--- src/design/assert_macros.svh ---
// assertion macros for the minimum coin change design
// no dependencies; included by mcc_datapath, which checks its own logic
`ifndef ASSERT_MACROS_SVH
`define ASSERT_MACROS_SVH
`ifndef NO_ASSERTIONS
`define ASSERT_AT(lbl, clk, rstn, prop, msg) \
  lbl: assert property (@(posedge clk) disable iff (!rstn) (prop)) else $error(msg);
`define ASSERT_NEVER(lbl, clk, rstn, prop, msg) \
  lbl: assert property (@(posedge clk) disable iff (!rstn) !(prop)) else $error(msg);
`else
`define ASSERT_AT(lbl, clk, rstn, prop, msg)
`define ASSERT_NEVER(lbl, clk, rstn, prop, msg)
`endif
`endif

--- src/design/mcc_pkg.sv ---
// types and constants for the minimum coin change table core
// no dependencies; used by mcc_ctrl, mcc_datapath and the top level
package mcc_pkg;

  localparam int unsigned TARGET_W   = 10;
  localparam int unsigned COIN_W     = 10;
  localparam int unsigned COUNT_W    = 11;
  localparam int unsigned USE_W      = 3;
  localparam int unsigned CFG_IDX_W  = 3;
  localparam int unsigned COIN_REGS  = 5;
  localparam int unsigned NUM_COINS  = 5;
  localparam int unsigned PHASE_W    = 3;
  localparam int unsigned TARGET_MAX = (1 << TARGET_W) - 1;

  localparam logic [COUNT_W-1:0]  UNREACH_MARK = 11'h7FF;
  localparam logic [COUNT_W-1:0]  COUNT_CAP    = 11'h7FE;
  localparam logic [TARGET_W-1:0] OUT_MAX      = 10'h3FF;

  localparam int unsigned ACTIVE_MAX_I = (NUM_COINS < COIN_REGS) ? NUM_COINS : COIN_REGS;
  localparam logic [USE_W-1:0] ACTIVE_MAX  = USE_W'(ACTIVE_MAX_I);
  localparam logic [USE_W-1:0] USE_RESET   = 3'd5;
  localparam logic [PHASE_W-1:0] LAST_PHASE = PHASE_W'(COIN_REGS);

  localparam logic [COIN_W-1:0] COIN_RESET [COIN_REGS] = '{10'd1, 10'd2, 10'd5, 10'd10, 10'd50};

  typedef enum logic [CFG_IDX_W-1:0] {
    REG_COIN_0       = 3'd0,
    REG_COIN_1       = 3'd1,
    REG_COIN_2       = 3'd2,
    REG_COIN_3       = 3'd3,
    REG_COIN_4       = 3'd4,
    REG_COINS_IN_USE = 3'd5
  } cfg_reg_e;

  typedef enum logic [1:0] {
    S_IDLE,
    S_CHECK,
    S_FILL,
    S_EMIT
  } ctrl_state_e;

  typedef struct packed {
    logic load;
    logic run;
    logic emit;
  } cmd_t;

  typedef struct packed {
    logic direct;
    logic fill_done;
    logic out_free;
  } status_t;

endpackage

--- src/design/mcc_ctrl.sv ---
// sequencer for the minimum coin change table core
// depends on mcc_pkg; drives mcc_datapath through cmd_t and reads status_t
module mcc_ctrl (
  input  logic             clk_i,
  input  logic             rst_ni,
  input  logic             in_valid_i,
  output logic             in_ready_o,
  input  mcc_pkg::status_t st_i,
  output mcc_pkg::cmd_t    cmd_o
);
  import mcc_pkg::*;

  ctrl_state_e state_q, state_d;

  always_ff @(posedge clk_i or negedge rst_ni) begin
    if (!rst_ni) begin
      state_q <= S_IDLE;
    end else begin
      state_q <= state_d;
    end
  end

  always_comb begin
    state_d    = state_q;
    cmd_o      = '0;
    in_ready_o = 1'b0;
    unique case (state_q)
      S_IDLE: begin
        in_ready_o = 1'b1;
        if (in_valid_i) begin
          cmd_o.load = 1'b1;
          state_d    = S_CHECK;
        end
      end
      S_CHECK: begin
        state_d = st_i.direct ? S_EMIT : S_FILL;
      end
      S_FILL: begin
        cmd_o.run = 1'b1;
        if (st_i.fill_done) begin
          state_d = S_EMIT;
        end
      end
      S_EMIT: begin
        if (st_i.out_free) begin
          cmd_o.emit = 1'b1;
          state_d    = S_IDLE;
        end
      end
      default: state_d = S_IDLE;
    endcase
  end

endmodule

--- config.mk ---
export PLATFORM = sky130hd
export DESIGN_NAME = mcc_ctrl
export DESIGN_NICKNAME = d
export VERILOG_FILES = /design/src/design/assert_macros.svh /design/src/design/mcc_pkg.sv /design/src/design/mcc_ctrl.sv
export SDC_FILE = /design/constraint.sdc
export NUM_CORES = 1
export LEC_CHECK = 0
export BUFFER_PORTS_ARGS = -buffer_cell sky130_fd_sc_hd__buf_2
export CAP_MARGIN = 20
export CORE_AREA = 2 2 39 41
export CTS_BUF_LIST = sky130_fd_sc_hd__clkbuf_2 sky130_fd_sc_hd__clkbuf_4 sky130_fd_sc_hd__clkbuf_8
export CTS_CLUSTER_DIAMETER = 100
export DETAILED_ROUTE_END_ITERATION = 8
export DIE_AREA = 0 0 41 43
export PLACE_DENSITY = 0.39
export SLEW_MARGIN = 20
export SYNTH_ARGS = -nofsm -noshare
export SYNTH_HDL_FRONTEND = slang
export SYNTH_SLANG_ARGS = --single-unit
--- constraint.sdc ---
create_clock -name clk_i -period 1.74 [get_ports clk_i]
set_input_delay 0.087 -clock clk_i [delete_from_list [all_inputs] [get_ports clk_i]]
set_output_delay 0.087 -clock clk_i [all_outputs]
set_load 0.02 [all_outputs]
# After elaboration in Yosys (flattened, before gate mapping)
# Cells that the tools add are included.
totals:
  regBits: 2
  input_bits: 6
  out_inout_bits: 4
  wordCells: 20
classes:
  eq_ne: 6
  mux: 11
  reduce_logical: 2
ops:
  columns: ["op", "n"]
  rows:
  - ["2-bit one-hot mux with 4 select lines", 1]
  - ["1-bit two-way mux", 7]
  - ["2-bit two-way mux", 3]
  - ["2-bit != test, second input constant", 3]
  - ["2-bit == test, second input constant", 2]
  - ["3-bit AND reduction", 1]
  - ["2-bit by 1-bit == test with 1-bit output, second input constant", 1]
  - ["2-bit logical NOT", 1]

# Logic depth before layout (Yosys ltp)
logic_depth:
  word_depth: 3
  ltp_mapped: 5
  ltp_nobuf: 5

# Worst setup path before layout
# No wires, ideal clock.
synth_timing:
  path_type: "reg-to-reg"
  from: "register state_q[0]"
  to: "register state_q[1]"
  setup_time_ps: 125
  arrival_ps: 1335
  required_ps: 1615
  setup_slack_ps: 280
  path_stages_with_launch: 6
  n_path_buf: 0
  period_less_slack_ps: 1460
  path_cell_list: "dfrtp_1 inv_1 ha_1 nand2b_1 and3_4 mux2_4"
synth_via:
  elab_chain_len: 3
  word_cells_on_any_way: 9
  classes_between: "eq/ne: 6; mux: 1; reduce/logical: 2"
synth_lines:
  columns: ["item", "line", "text"]
  rows:
  - ["start: declaration", "mcc_ctrl.sv:13", "ctrl_state_e state_q, state_d;"]
  - ["start signal: assignment", "mcc_ctrl.sv:19", "state_q <= state_d;"]
  - ["2-bit == test or 2-bit logical NOT (tied branches)", "mcc_ctrl.sv:27", "unique case (state_q)"]
  - ["2-bit != test (no source line)", null, null]
  - ["3-bit AND reduction (no source line)", null, null]
# Several ways; a longest one is shown, not always the timed one.
# A chain may end at the register's enable or synchronous reset.

# Worst setup path in the final report
# Same ends and word-level chain as after synthesis.

==> impl_results.html <==
<table>
<tr><th>Metric</th><th>Value</th></tr>
<tr><th colspan="2">Status</th></tr>
<tr><td>Outcome</td><td>finished, final reports clean</td></tr>
<tr><th colspan="2">Detailed routing</th></tr>
<tr><td>Number of design-rule violations left by the first detailed-router iteration</td><td>4</td></tr>
<tr><td>1st-pass router iterations</td><td>4</td></tr>
<tr><td>Avg WL per Cell</td><td>8.44 µm</td></tr>
<tr><td>Vias after detailed routing</td><td>173</td></tr>
<tr><td>Drt via density</td><td>3.60</td></tr>
<tr><td>Wire length after detailed routing</td><td>405 µm</td></tr>
<tr><td>DRC Markers</td><td>0</td></tr>
<tr><td>Remaining number of nets flagged by the antenna check after routing</td><td>0</td></tr>
<tr><th colspan="2">Power and ir drop</th></tr>
<tr><td>Switching share of power</td><td>40.2%</td></tr>
<tr><td>Cell-internal power</td><td>315 µW</td></tr>
<tr><td>Proportion of power drawn by the clock network</td><td>19.1%</td></tr>
<tr><td>Power spent charging and discharging nets</td><td>212 µW</td></tr>
<tr><td>Combinational share of power</td><td>60.5%</td></tr>
<tr><td>Reg power frac</td><td>20.5%</td></tr>
<tr><td>Static Leakage</td><td>0.154 nW</td></tr>
<tr><td>Power per cell area</td><td>1810 nW/µm²</td></tr>
<tr><td>Maximum vdd drop</td><td>0.758 mV</td></tr>
<tr><th colspan="2">Global routing</th></tr>
<tr><td>Number of global-route vias before repair</td><td>184</td></tr>
<tr><td>Remaining Overflow, GRT</td><td>0</td></tr>
<tr><td>Number of antenna violations at the first check in global routing</td><td>0</td></tr>
<tr><td>First-pass GRT wire length</td><td>683 µm</td></tr>
<tr><td>Largest net degree at the start of global routing</td><td>7</td></tr>
<tr><td>Total track usage</td><td>6.22%</td></tr>
<tr><th colspan="2">Critical path</th></tr>
<tr><td>Largest driver fanout on the critical path</td><td>6</td></tr>
<tr><td>Crit path DAT</td><td>1550 ps</td></tr>
<tr><td>Startpoint of the most critical setup path</td><td>state_q[0]</td></tr>
<tr><td>Worst setup path category</td><td>register to register</td></tr>
<tr><td>Worst path max stage delay</td><td>420 ps</td></tr>
<tr><td>Highest-delay cell along the critical path</td><td>dfrtp_1</td></tr>
<tr><td>Data required, critical path</td><td>1840 ps</td></tr>
<tr><td>Worst setup SP type</td><td>register</td></tr>
<tr><td>Dominant delay contributor by cell family on the critical path</td><td>flip-flops</td></tr>
<tr><td>RR Startpoint</td><td>state_q[0]</td></tr>
<tr><td>Worst-case register-to-register setup slack</td><td>290 ps</td></tr>
<tr><td>End of the worst register-to-register path</td><td>state_q[1]</td></tr>
<tr><td>Number of buffer and inverter stages on the critical path</td><td>1</td></tr>
<tr><td>Cells traversed along the worst timing path</td><td>inv_1, ha_1, nand2b_1, and3_4, mux2_4</td></tr>
<tr><td>Termination of the worst setup path</td><td>state_q[1]</td></tr>
<tr><td>Endpoint type of the worst setup path</td><td>register</td></tr>
<tr><td>Register-to-Register Path Depth</td><td>5</td></tr>
<tr><td>Number of logic stages on the critical path including buffering</td><td>5</td></tr>
<tr><th colspan="2">Floorplanning</th></tr>
<tr><td>Core region area</td><td>1380 µm²</td></tr>
<tr><td>Y dimension of the die</td><td>43 µm</td></tr>
<tr><td>Placement Rows</td><td>14</td></tr>
<tr><td>Starting Density</td><td>13.9%</td></tr>
<tr><td>Width of the die</td><td>41 µm</td></tr>
<tr><td>Die area</td><td>1760 µm²</td></tr>
<tr><td>IO Count</td><td>10</td></tr>
<tr><th colspan="2">Timing</th></tr>
<tr><td>Total negative slack</td><td>0 ps</td></tr>
<tr><td>Total of endpoints with negative setup slack in the final report</td><td>0</td></tr>
<tr><td>Setup repair after global routing missed its margin</td><td>false</td></tr>
<tr><td>Final setup margin</td><td>285 ps</td></tr>
<tr><td>Maximum clock frequency</td><td>0.688 GHz</td></tr>
<tr><td>Final critical-path share of the clock period</td><td>83.6%</td></tr>
<tr><td>Shortest period the worst path allows</td><td>1450 ps</td></tr>
<tr><td>Final worst clock skew</td><td>0.700 ps</td></tr>
<tr><td>Final max-slew violation count</td><td>0</td></tr>
<tr><td>Hold Fails Final Rpt</td><td>0</td></tr>
<tr><td>Relative slew slack</td><td>88.9%</td></tr>
<tr><td>Transition time at the pin with the least slew margin</td><td>164 ps</td></tr>
<tr><th colspan="2">Hold path</th></tr>
<tr><td>HP Class</td><td>primary input to async pin</td></tr>
<tr><th colspan="2">Placement</th></tr>
<tr><td>Area after detailed placement</td><td>258 µm²</td></tr>
<tr><td>Worst slack at placement</td><td>292 ps</td></tr>
<tr><td>Count of input and output buffers</td><td>9</td></tr>
<tr><td>Routability cong.</td><td>0.598</td></tr>
<tr><th colspan="2">Clock network</th></tr>
<tr><td>Maximum count of clock buffers along a single path</td><td>2</td></tr>
<tr><td>Post-CTS clock slew at the launch and capture registers of the worst setup and hold paths</td><td>30 ps</td></tr>
<tr><td>Clock tree root buffer cell</td><td>clkbuf_4</td></tr>
<tr><td>Number of H-tree branching levels</td><td>1</td></tr>
<tr><td>Clock sink total</td><td>2</td></tr>
<tr><td>Count of buffers added by post-CTS timing repair for setup</td><td>0</td></tr>
<tr><td>Number of buffers added by the clock tree synthesis step</td><td>3</td></tr>
<tr><td>Worst-skew pair later-pin latency</td><td>220 ps</td></tr>
<tr><td>Clock tree from TritonCTS</td><td>yes</td></tr>
<tr><th colspan="2">Job</th></tr>
<tr><td>Max-cap viol count</td><td>0</td></tr>
<tr><th colspan="2">Logic synthesis</th></tr>
<tr><td>Number of flip-flops and latches in the synthesized netlist</td><td>2</td></tr>
<tr><td>Combined area of all synthesized cells</td><td>193 µm²</td></tr>
<tr><td>Count of distinct cell types in the synthesized netlist</td><td>12</td></tr>
<tr><td>Synth Net Count</td><td>29</td></tr>
<tr><td>Warning count from the yosys run</td><td>0</td></tr>
<tr><td>Fraction of the yosys area taken by sequential cells</td><td>26.0%</td></tr>
<tr><td>Mapped Avg Cell Area</td><td>10.1 µm²</td></tr>
<tr><td>Number of standard cells after synthesis</td><td>19</td></tr>
<tr><th colspan="2">Cells and area</th></tr>
<tr><td>Share of post-route cells with drive strength above 1</td><td>50.0%</td></tr>
<tr><td>Most frequent cells in the layout</td><td>buf_2 (9), ha_1 (4), nand2b_1 (3), clkbuf_4 (3)</td></tr>
<tr><td>Area added between synthesis and finish</td><td>50.6%</td></tr>
<tr><td>Largest registers ranked by flip-flop count</td><td>state_q: 2 flops</td></tr>
<tr><td>Final Instance Area</td><td>290 µm²</td></tr>
<tr><td>Net count, final</td><td>44</td></tr>
<tr><td>Number of antenna repair diodes</td><td>0</td></tr>
<tr><td>Most flop-heavy register</td><td>state_q</td></tr>
<tr><td>Fillcell total</td><td>153</td></tr>
<tr><td>Most frequent standard cell in the layout excluding fill and tap cells</td><td>buf_2</td></tr>
<tr><td>Final standard cell utilization of the core</td><td>21.0%</td></tr>
<tr><td>Number of flip-flops in the largest register</td><td>2</td></tr>
</table>
==> what timing repair did <==
item / CTS / global route
endpoints found under the setup margin: 0 / 0
hold buffers: 1 / 0
gates resized for setup: 0 / 0
endpoints found under the hold margin: 2 / 0
==> cell type report <==
type	count	area (µm²)	area share, %
multi-input cells	15	135	46.6
repair buffers	10	55.1	19.0
flip-flops and latches	2	50.0	17.2
clock buffers	3	22.5	7.76
well taps	16	20.0	6.90
inverters	2	7.51	2.59
==> metal layers <==
| layer | share of wire, % | vias to the layer above | track usage [%] |
|---|---|---|---|
| met2 | 44 | 10 | 8.44 |
| met4 | 0 | 0 | 6.00 |
| li1 | - | 90 | - |
| met1 | 43 | 73 | 6.41 |
| met3 | 13 | 0 | 3.14 |
| met5 | 0 | - | 0 |
==> cell families (layout without fill, tap and decap cells) <==
family | count (synthesis) | count (layout) | share of synthesized area, %
buf+inv | 2 | 15 | 3.90
simple gates | 8 | 8 | 26.6
compound gates | 2 | 2 | 9.74
fa+ha+maj | 4 | 4 | 26.0
mux | 1 | 1 | 7.79
flops | 2 | 2 | 26.0
==> Yosys cell counts <==
master,count,area [µm²]
and2_2,1,7.51
nor2_1,1,3.75
nand2_1,1,3.75
a41oi_1,1,8.76
dfrtp_1,2,50.1
mux2_4,1,15.0
and3_4,1,11.3
nand2b_1,3,18.8
and2_1,1,6.26
o22a_2,1,10.0
inv_1,2,7.51
ha_1,4,50.1
==> per-stage QoR <==
step	total power [mW]	cells	hold slack (ps)
6_report	0.527	48	182
5_1_grt	0.597	48	183
4_1_cts	0.542	48	171
3_5_place_dp	0.428	44	-125
3_3_place_gp	0.422	44	-129
2_1_floorplan	0.355	19	-209
==> power groups by stage <==
stage / Sequential (mW) / Clock (mW) / Combinational (mW)
after global routing: 0.112 / 0.116 / 0.369
after floorplan: 0.102 / 0 / 0.254
after detailed placement: 0.108 / 0 / 0.320
after global placement: 0.109 / 0 / 0.312
final: 0.108 / 0.100 / 0.318
after CTS: 0.107 / 0.109 / 0.325
==> worst min-delay path by stage <==
| stage | slack (ps) | cells past startpoint | endpoint | start |
|---|---|---|---|---|
| finish | 180 | 2 | state_q[1] | rst_ni |
| global route | 180 | 2 | state_q[1] | rst_ni |
| CTS | 170 | 2 | state_q[1] | rst_ni |
| detailed placement | -130 | 1 | state_q[1] | rst_ni |
| global placement | -130 | 1 | state_q[1] | rst_ni |
| floorplan | -210 | 0 | state_q[0] | rst_ni |
Note: power is estimated with default switching activity, not from simulation.
